### config.mk
export PLATFORM = sky130hd
export DESIGN_NAME = gnb_corner
export DESIGN_NICKNAME = d
export VERILOG_FILES = /design/src/sv/gnb_pkg.sv /design/src/sv/gnb_corner.sv
export SDC_FILE = /design/constraint.sdc
export NUM_CORES = 2
export LEC_CHECK = 0
export ABC_CLOCK_PERIOD_IN_PS = 11030
export BUFFER_PORTS_ARGS = -buffer_cell sky130_fd_sc_hd__buf_4
export CAP_MARGIN = 20
export CORE_MARGIN = 2
export CORE_UTILIZATION = 45
export CTS_CLUSTER_DIAMETER = 30
export DETAILED_ROUTE_END_ITERATION = 10
export PLACE_DENSITY = 0.56
export SYNTH_ARGS = -nofsm -noshare
export SYNTH_HDL_FRONTEND = slang
export SYNTH_SLANG_ARGS = --single-unit
### constraint.sdc
create_clock -name i_clk -period 11.03 [get_ports i_clk]
set_input_delay 2.206 -clock i_clk [delete_from_list [all_inputs] [get_ports i_clk]]
set_output_delay 2.206 -clock i_clk [all_outputs]
set_load 0.05 [all_outputs]
### src/sv/gnb_pkg.sv
// ============================================================================
// gnb_pkg
// Shared types, constants and the first-quadrant trig table for the noise core.
// ============================================================================
package gnb_pkg;

    localparam int unsigned ROW_W   = 16;
    localparam int unsigned COL_W   = 16;
    localparam int unsigned NOISE_W = 16;
    localparam int unsigned SCALE_W = 24;
    localparam logic [SCALE_W-1:0] SCALE_RESET = 24'd3277;

    localparam logic [31:0] HASH_MUL_A = 32'h27d4eb2d;
    localparam logic [31:0] HASH_MUL_B = 32'h85ebca6b;

    // Angle decode: degree = h mod 360, split into quadrant and remainder
    localparam int unsigned ANGLE_STEPS = 360;
    localparam int unsigned QUAD_STEPS  = 90;

    typedef logic [15:0] t_q15u;   // first-quadrant magnitude 0..32768 (bit 15 = one)

    // round(32768*sin(r deg)) for r = 0..90; cos(r) = sin(90-r)
    function automatic logic [15:0] sin_q15(input logic [6:0] r);
        logic [15:0] v;
        case (r)
            7'd0: v = 16'd0;      7'd1: v = 16'd572;    7'd2: v = 16'd1144;
            7'd3: v = 16'd1715;   7'd4: v = 16'd2286;   7'd5: v = 16'd2856;
            7'd6: v = 16'd3425;   7'd7: v = 16'd3993;   7'd8: v = 16'd4560;
            7'd9: v = 16'd5126;   7'd10: v = 16'd5690;  7'd11: v = 16'd6252;
            7'd12: v = 16'd6813;  7'd13: v = 16'd7371;  7'd14: v = 16'd7927;
            7'd15: v = 16'd8481;  7'd16: v = 16'd9032;  7'd17: v = 16'd9580;
            7'd18: v = 16'd10126; 7'd19: v = 16'd10668; 7'd20: v = 16'd11207;
            7'd21: v = 16'd11743; 7'd22: v = 16'd12275; 7'd23: v = 16'd12803;
            7'd24: v = 16'd13328; 7'd25: v = 16'd13848; 7'd26: v = 16'd14365;
            7'd27: v = 16'd14876; 7'd28: v = 16'd15384; 7'd29: v = 16'd15886;
            7'd30: v = 16'd16384; 7'd31: v = 16'd16877; 7'd32: v = 16'd17364;
            7'd33: v = 16'd17847; 7'd34: v = 16'd18324; 7'd35: v = 16'd18795;
            7'd36: v = 16'd19261; 7'd37: v = 16'd19720; 7'd38: v = 16'd20174;
            7'd39: v = 16'd20622; 7'd40: v = 16'd21063; 7'd41: v = 16'd21498;
            7'd42: v = 16'd21926; 7'd43: v = 16'd22348; 7'd44: v = 16'd22763;
            7'd45: v = 16'd23170; 7'd46: v = 16'd23571; 7'd47: v = 16'd23965;
            7'd48: v = 16'd24351; 7'd49: v = 16'd24730; 7'd50: v = 16'd25102;
            7'd51: v = 16'd25466; 7'd52: v = 16'd25822; 7'd53: v = 16'd26170;
            7'd54: v = 16'd26510; 7'd55: v = 16'd26842; 7'd56: v = 16'd27166;
            7'd57: v = 16'd27482; 7'd58: v = 16'd27789; 7'd59: v = 16'd28088;
            7'd60: v = 16'd28378; 7'd61: v = 16'd28660; 7'd62: v = 16'd28932;
            7'd63: v = 16'd29197; 7'd64: v = 16'd29452; 7'd65: v = 16'd29698;
            7'd66: v = 16'd29935; 7'd67: v = 16'd30163; 7'd68: v = 16'd30382;
            7'd69: v = 16'd30592; 7'd70: v = 16'd30792; 7'd71: v = 16'd30983;
            7'd72: v = 16'd31164; 7'd73: v = 16'd31336; 7'd74: v = 16'd31499;
            7'd75: v = 16'd31651; 7'd76: v = 16'd31795; 7'd77: v = 16'd31928;
            7'd78: v = 16'd32052; 7'd79: v = 16'd32166; 7'd80: v = 16'd32270;
            7'd81: v = 16'd32365; 7'd82: v = 16'd32449; 7'd83: v = 16'd32524;
            7'd84: v = 16'd32588; 7'd85: v = 16'd32643; 7'd86: v = 16'd32688;
            7'd87: v = 16'd32723; 7'd88: v = 16'd32748; 7'd89: v = 16'd32763;
            default: v = 16'd32768;
        endcase
        return v;
    endfunction

    // Quadrant codes
    typedef enum logic [1:0] {
        QUAD_0 = 2'd0,
        QUAD_1 = 2'd1,
        QUAD_2 = 2'd2,
        QUAD_3 = 2'd3
    } t_quad;

    // Saturate a signed 17-bit value into Q1.15
    function automatic logic signed [15:0] sat_q15(input logic signed [16:0] v);
        logic signed [15:0] s;
        if (v > 17'sd32767) begin
            s = 16'sd32767;
        end else if (v < -17'sd32768) begin
            s = -16'sd32768;
        end else begin
            s = v[15:0];
        end
        return s;
    endfunction

endpackage

### src/sv/gnb_corner.sv
// ============================================================================
// gnb_corner
// Pipelined corner evaluator: hash, angle decode, gradient lookup, dot product.
// Six register stages, advanced by a shared enable.
// ============================================================================
module gnb_corner
    import gnb_pkg::*;
#(
    parameter int unsigned COORD_BITS = 16,
    parameter int unsigned FRAC_BITS  = 16
) (
    input  logic                         i_clk,
    input  logic                         i_en,
    input  logic [COORD_BITS-1:0]        i_cx,
    input  logic [COORD_BITS-1:0]        i_cy,
    input  logic signed [FRAC_BITS+1:0]  i_dx,
    input  logic signed [FRAC_BITS+1:0]  i_dy,
    output logic signed [FRAC_BITS+2:0]  o_val
);

    localparam int unsigned DW = FRAC_BITS + 2;

    // Stage A: x xor y*A
    logic [31:0] r_ha;
    logic signed [DW-1:0] r_dxa, r_dya;
    // Stage B: h ^= h>>15, h*B
    logic [31:0] r_hb;
    logic signed [DW-1:0] r_dxb, r_dyb;
    // Stage C: h ^= h>>13, quotient estimate h/360 (via reciprocal)
    logic [31:0] r_hc;
    logic [23:0] r_quo;
    logic signed [DW-1:0] r_dxq, r_dyq;
    // Stage D: remainder fix -> degree
    logic [8:0] r_deg;
    logic signed [DW-1:0] r_dxc, r_dyc;
    // Stage E: gradient components
    logic signed [15:0] r_gx, r_gy;
    logic signed [DW-1:0] r_dxd, r_dyd;
    // Stage F: products
    logic signed [DW+16:0] r_px, r_py;

    logic [31:0] n_ha, hb1, n_hb, hc;
    logic [63:0] qprod;
    logic [32:0] qm;
    logic [32:0] rem;
    logic [8:0]  n_deg;
    logic [1:0]  quad;
    logic [6:0]  rr;
    logic [15:0] s_m, c_m;
    logic signed [16:0] cxv, syv;

    assign n_ha = 32'(i_cx) ^ (32'(i_cy) * HASH_MUL_A);
    assign hb1  = r_ha ^ (r_ha >> 15);
    assign n_hb = hb1 * HASH_MUL_B;
    assign hc   = r_hb ^ (r_hb >> 13);

    // h mod 360 by reciprocal: quo = floor(h*ceil(2^40/360) >> 40), then one fix
    assign qprod = 64'(hc) * 64'd3054198967;
    assign qm    = 33'(r_quo) * 33'(ANGLE_STEPS);
    assign rem   = 33'(r_hc) - qm;
    always_comb begin
        if (rem[32]) begin
            n_deg = 9'(rem + 33'(ANGLE_STEPS));
        end else if (rem >= 33'(ANGLE_STEPS)) begin
            n_deg = 9'(rem - 33'(ANGLE_STEPS));
        end else begin
            n_deg = 9'(rem);
        end
    end

    // Quadrant split of the degree
    always_comb begin
        if (r_deg >= 9'd270) begin
            quad = QUAD_3; rr = 7'(r_deg - 9'd270);
        end else if (r_deg >= 9'd180) begin
            quad = QUAD_2; rr = 7'(r_deg - 9'd180);
        end else if (r_deg >= 9'd90) begin
            quad = QUAD_1; rr = 7'(r_deg - 9'd90);
        end else begin
            quad = QUAD_0; rr = 7'(r_deg);
        end
        s_m = sin_q15(rr);
        c_m = sin_q15(7'(7'd90 - rr));
        case (t_quad'(quad))
            QUAD_0:  begin cxv =  17'(c_m); syv =  17'(s_m); end
            QUAD_1:  begin cxv = -17'(s_m); syv =  17'(c_m); end
            QUAD_2:  begin cxv = -17'(c_m); syv = -17'(s_m); end
            default: begin cxv =  17'(s_m); syv = -17'(c_m); end
        endcase
    end

    always_ff @(posedge i_clk) begin
        if (i_en) begin
            r_ha  <= n_ha;  r_dxa <= i_dx;  r_dya <= i_dy;
            r_hb  <= n_hb;  r_dxb <= r_dxa; r_dyb <= r_dya;
            r_hc  <= hc;    r_quo <= qprod[63:40];
            r_dxq <= r_dxb; r_dyq <= r_dyb;
            r_deg <= n_deg; r_dxc <= r_dxq; r_dyc <= r_dyq;
            r_gx  <= sat_q15(cxv); r_gy <= sat_q15(syv);
            r_dxd <= r_dxc; r_dyd <= r_dyc;
            r_px  <= (DW+17)'(r_gx * r_dxd);
            r_py  <= (DW+17)'(r_gy * r_dyd);
        end
    end

    // (dot + 2^(15+F)) rounded half up by 16
    logic signed [DW+17:0] dot;
    assign dot   = (DW+18)'(r_px) + (DW+18)'(r_py) + ((DW+18)'(1) << (15 + FRAC_BITS))
                 + (DW+18)'(32768);
    assign o_val = (DW+1)'(dot >>> 16);

endmodule

# Yosys cells after proc, flatten, opt, wreduce, memory -nomap -nowiden
# Memories as Yosys holds them, arrays and structs flattened.
# Cells that the tools add are included.
# W data, S select, Z words.
[word_totals] rom_bits=4096 memories=2 wordCells=65 regBits=409 out_inout_bits=19 input_bits=70
[classes] add_sub_neg=12 bitwise=3 order_cmp=8 eq_ne=2 n_mux=12 multipliers=6 n_reduce_logical=1
[mem_list] memory="(no name shown)" words=128 word_bits=16 rd=1 rd_ports_with_merged_regs=0 wr=0 line_no="gnb_pkg.sv:25" source="case (r)"
[mem_list] memory="(no name shown)" words=128 word_bits=16 rd=1 rd_ports_with_merged_regs=0 wr=0 line_no="gnb_pkg.sv:25"
[op_table] op="$pmux W17 S3" n=2
[op_table] op="$mul A16 B18 Y34" n=2
[op_table] op="$mul A32 B32 Y64 const B" n=1
[op_table] op="$add A34 B34 Y35" n=1
[op_table] op="$add A35 B17 Y35 const B" n=1
[op_table] op="$add A35 B33 Y35 const B" n=1
[op_table] op="$gt A17 B16 Y1 const B" n=2
[op_table] op="$lt A17 B16 Y1 const B" n=2
[op_table] op="$neg A16 Y17" n=2
[op_table] op="$ge A33 B9 Y1 const B" n=1
[op_table] op="$sub A32 B33 Y33" n=1
[op_table] op="$mul A16 B30 Y32 const B" n=1
[op_table] op="$mul A32 B32 Y32 const B" n=1
[op_table] op="$mux W16" n=2
[op_table] op="$xor A16 B32 Y32" n=1
[op_table] op="$xor A32 B17 Y32" n=1
[op_table] op="$xor A32 B19 Y32" n=1
[op_table] op="$mul A24 B6 Y30 const B" n=1
[op_table] op="$mux W7" n=3
[op_table] op="$mux W9" n=2
[op_table] op="$add A9 B9 Y9 const B" n=1
[op_table] op="$ge A9 B7 Y1 const B" n=1
[op_table] op="$ge A9 B8 Y1 const B" n=1
[op_table] op="$ge A9 B9 Y1 const B" n=1
[op_table] op="10 further kinds" n=11

# Logic depth before layout (Yosys ltp)
# An unclocked memory read counts as a cell.
[logic_depth] ltp_word=10 depth_mapped=38 ltp_nobuf=38

# Worst setup path before layout
# No wires, ideal clock.
[synth_path] path_type="reg2reg" from="reg r_hb[30]" to="reg r_quo[23] (data pin)" setup_time_ps=266 synth_period_minus_slack_ps=8433 required_time_ps=10764 path_stages_with_launch=31 n_path_buf=0 arrival_time_ps=8167 path_slack_ps=2597 path_cell_list="edfxtp_1 xnor2_1 inv_1 ha_1 inv_1 fa_1 inv_1 fa_1 fa_1 fa_1 fa_1 inv_1 fa_1 inv_1 fa_1 ha_1 a21o_1 a21o_1 a21oi_1 o21ai_0 o31a_1 o21ai_0 o211ai_1 a221oi_1 o21ai_0 a221oi_1 nor2b_1 o21ai_0 a21boi_0 o41ai_1 xnor2_1"
[synth_via] elab_chain_len=2
[synth_lines] item="start, declared" line_no="gnb_corner.sv:27" source="logic [31:0] r_hb;"
[synth_lines] item="start signal, assigned" line_no="gnb_corner.sv:95" source="r_hb <= n_hb; r_dxb <= r_dxa; r_dyb <= r_dya;"
[synth_lines] item="$xor A32 B19 Y32" line_no="gnb_corner.sv:55" source="assign hc = r_hb ^ (r_hb >> 13);"
[synth_lines] item="via hc[17]" line_no="gnb_corner.sv:42" source="logic [31:0] n_ha, hb1, n_hb, hc;"
[synth_lines] item="$mul A32 B32 Y64" line_no="gnb_corner.sv:58" source="assign qprod = 64'(hc) * 64'd3054198967;"
[synth_lines] item="via qprod[63]" line_no="gnb_corner.sv:43" source="logic [63:0] qprod;"
[synth_lines] item="end signal, assigned" line_no="gnb_corner.sv:96" source="r_hc <= hc; r_quo <= qprod[63:40];"
[synth_lines] item="end, declared" line_no="gnb_corner.sv:31" source="logic [23:0] r_quo;"
# The timed path passes the listed nets, and every way through them passes these cells.
# A chain may end at the register's enable or synchronous reset.

# Final worst setup path
[layout_path] from="reg r_hb[31]" to="reg r_quo[23] (data pin)"
# The elaborated chain is that of the path after synthesis.

==> impl_metrics.json <==
{
  "status": "finished, final reports clean",
  "utilization_pct": 49.4,
  "yosys-top-cells-count": "2,038 x inv_1, 1,352 x fa_1, 1,008 x ha_1",
  "fin_ws_ns": 0.936,
  "synthesis.nets": 10125,
  "cpLargestDelayFamily": "adder cells",
  "crit_path_top_delay_cell": "edfxtp_1",
  "maxCapViolCount": 0,
  "worstPathRequired_ns": 11.51,
  "htree_levels": 3,
  "vias": 53719,
  "cts_tree": "built",
  "finalHoldViolations": 0,
  "clk_pin_slew_ns": 0.05,
  "yosysWarnings": 0,
  "ios": 89,
  "post_cts_buffers": 0,
  "ys_seq_elements": 409,
  "syn_to_final_growth_pct": 9.41,
  "yosysTopAreaCell": "fa_1",
  "avgViaCountPerCell": 5.30,
  "synth_edf_count": 409,
  "gp_congestion": 0.963,
  "drt_wl_total_um": 213000,
  "slew_headroom_pct": 21.9,
  "die_area_mm2": 0.175,
  "core_mm2": 0.171,
  "max_freq_ghz": 0.0991,
  "insertion_delay_ns": 0.77,
  "grt_max_degree": 145,
  "ctsResizeCount": 0,
  "maxSlewViolCount": 0,
  "rsz0062_at_grt": "no",
  "cp_data_arrival_time_ns": 10.58,
  "synth_area_leaders": "fa_1 35%, ha_1 16%, edfxtp_1 16%, inv_1 9.9%, xnor2_1 2.5%",
  "die_width_um": 418,
  "grt_util_all_layers_pct": 25.2,
  "drt_pass1_iterations": 9,
  "rows": 152,
  "overflow": 0,
  "drt_iter0_drc": 3584,
  "portBuffers": 88,
  "syn_area_mm2": 0.0773,
  "path_buf_inv": 7,
  "antenna_found_initial": 2,
  "avgSynthCellArea_um2": 10.0,
  "tns_ns": 0,
  "synth.most_common_cell": "inv_1",
  "yosysUniqueCellTypes": 116,
  "cp-start-kind": "flip-flop",
  "fin_skew_ns": 0.0638,
  "synthFlopType": "edfxtp_1",
  "pre_cts_ws_ns": 0.969,
  "drc": 0,
  "hpwl_um": 176000,
  "cpPeakStageDelay_ns": 0.64,
  "path_class": "reg2reg",
  "synthArstFlopShare_pct": 0,
  "holdCritPathClass": "reg2reg",
  "wire_per_inst_um": 21.0,
  "first_global_vias": 57514,
  "ctsHoldBuffers": 0,
  "ant_nets": 0,
  "finalCritPeriodShare_pct": 91.5,
  "setup-violations-final": 0,
  "synth_top_area_share_pct": 35.0,
  "ys_seq_area_share_pct": 15.9,
  "cts_sinks": 409,
  "die_h_um": 418,
  "layout-drive-gt1-share_pct": 6.09,
  "grt_pass1_wl_um": 337000,
  "clockRootBuffer": "clkbuf_16",
  "diodes": 0,
  "fin_crit_ns": 10.09,
  "critPathCaptureType": "flip-flop",
  "clock_path_buffers": 3,
  "whs_ns": 0.410,
  "num-nets-final": 10233,
  "cp_max_fo": 11,
  "synthCells": 7695,
  "tightest_slew_ns": 1.16,
  "cts_buffers": 110,
  "start_util_pct": 45.1
}
## final timing paths
path | start | endpoint | slack (ns) | cells past startpoint
worst min-delay path | r_dyq[4] | r_dyc[4] | 0.41 | 0
worst max-delay path | r_hb[31] | r_quo[23] | 0.94 | 32
worst min register to register | r_dyq[4] | r_dyc[4] | 0.41 | 0
worst max register to register | r_hb[31] | r_quo[23] | 0.94 | 32
## sequential cells by signal, indices dropped and copies added (netlist names), 24 cells and up
name   count
r_px      34
r_py      34
r_ha      32
r_hb      32
r_hc      32
r_quo     24
## final cells by class
cell class,count,area (um2)
fillers,15999,86600
multi-input cells,5051,56500
well taps,2233,2790
clock inverters,91,1070
flip-flops and latches,409,12300
repair buffers,190,1450
clock buffers,116,2780
inverters,2041,7660
## stage by stage
| step | instances | cell area [um2] |
|---|---|---|
| finish | 10131 | 84500 |
| global route | 10131 | 84500 |
| floorplan | 7695 | 77300 |
| global placement | 9921 | 80700 |
| detailed placement | 9922 | 80700 |
| CTS | 10129 | 84500 |
## routing by layer
| layer | share of wire, % | GRT usage, % |
|---|---|---|
| met4 | 3.2 | 7.92 |
| met3 | 4.4 | 2.73 |
| met5 | 0.0084 | 0 |
| met2 | 49 | 42.8 |
| met1 | 43 | 33.7 |
## cell usage in the layout (no fill, tap or decap), types with 24 or more instances in the layout
cell,instances
a211oi_1,34
a21o_1,80
a21oi_1,226
a31oi_1,32
and2_1,265
and3_1,31
buf_4,186
clkbuf_16,110
clkinv_2,28
edfxtp_1,409
fa_1,1352
ha_1,1008
inv_1,2038
mux2i_1,27
nand2_1,478
nand2b_1,49
nand3_1,83
nand4_1,24
nor2_1,234
nor3_1,87
o211ai_1,42
o21ai_0,172
o21bai_1,27
xnor2_1,219
xor2_1,109
## kinds of logic after synthesis
logic type               count (synthesis)  share of synthesized area [%]
adder cells (fa/ha/maj)               2365                           51.4
buffers and inverters                 2235                           11.0
AND/OR/NAND/NOR                       1381                           8.88
AO/OA/AOI/OAI                          935                           8.39
flip-flops                             409                           15.9
XOR/XNOR                               333                           3.81
multiplexers                            37                          0.568
Power is not shown: default switching activity piles up to over one toggle a cycle in this logic, so the estimate is an artifact.
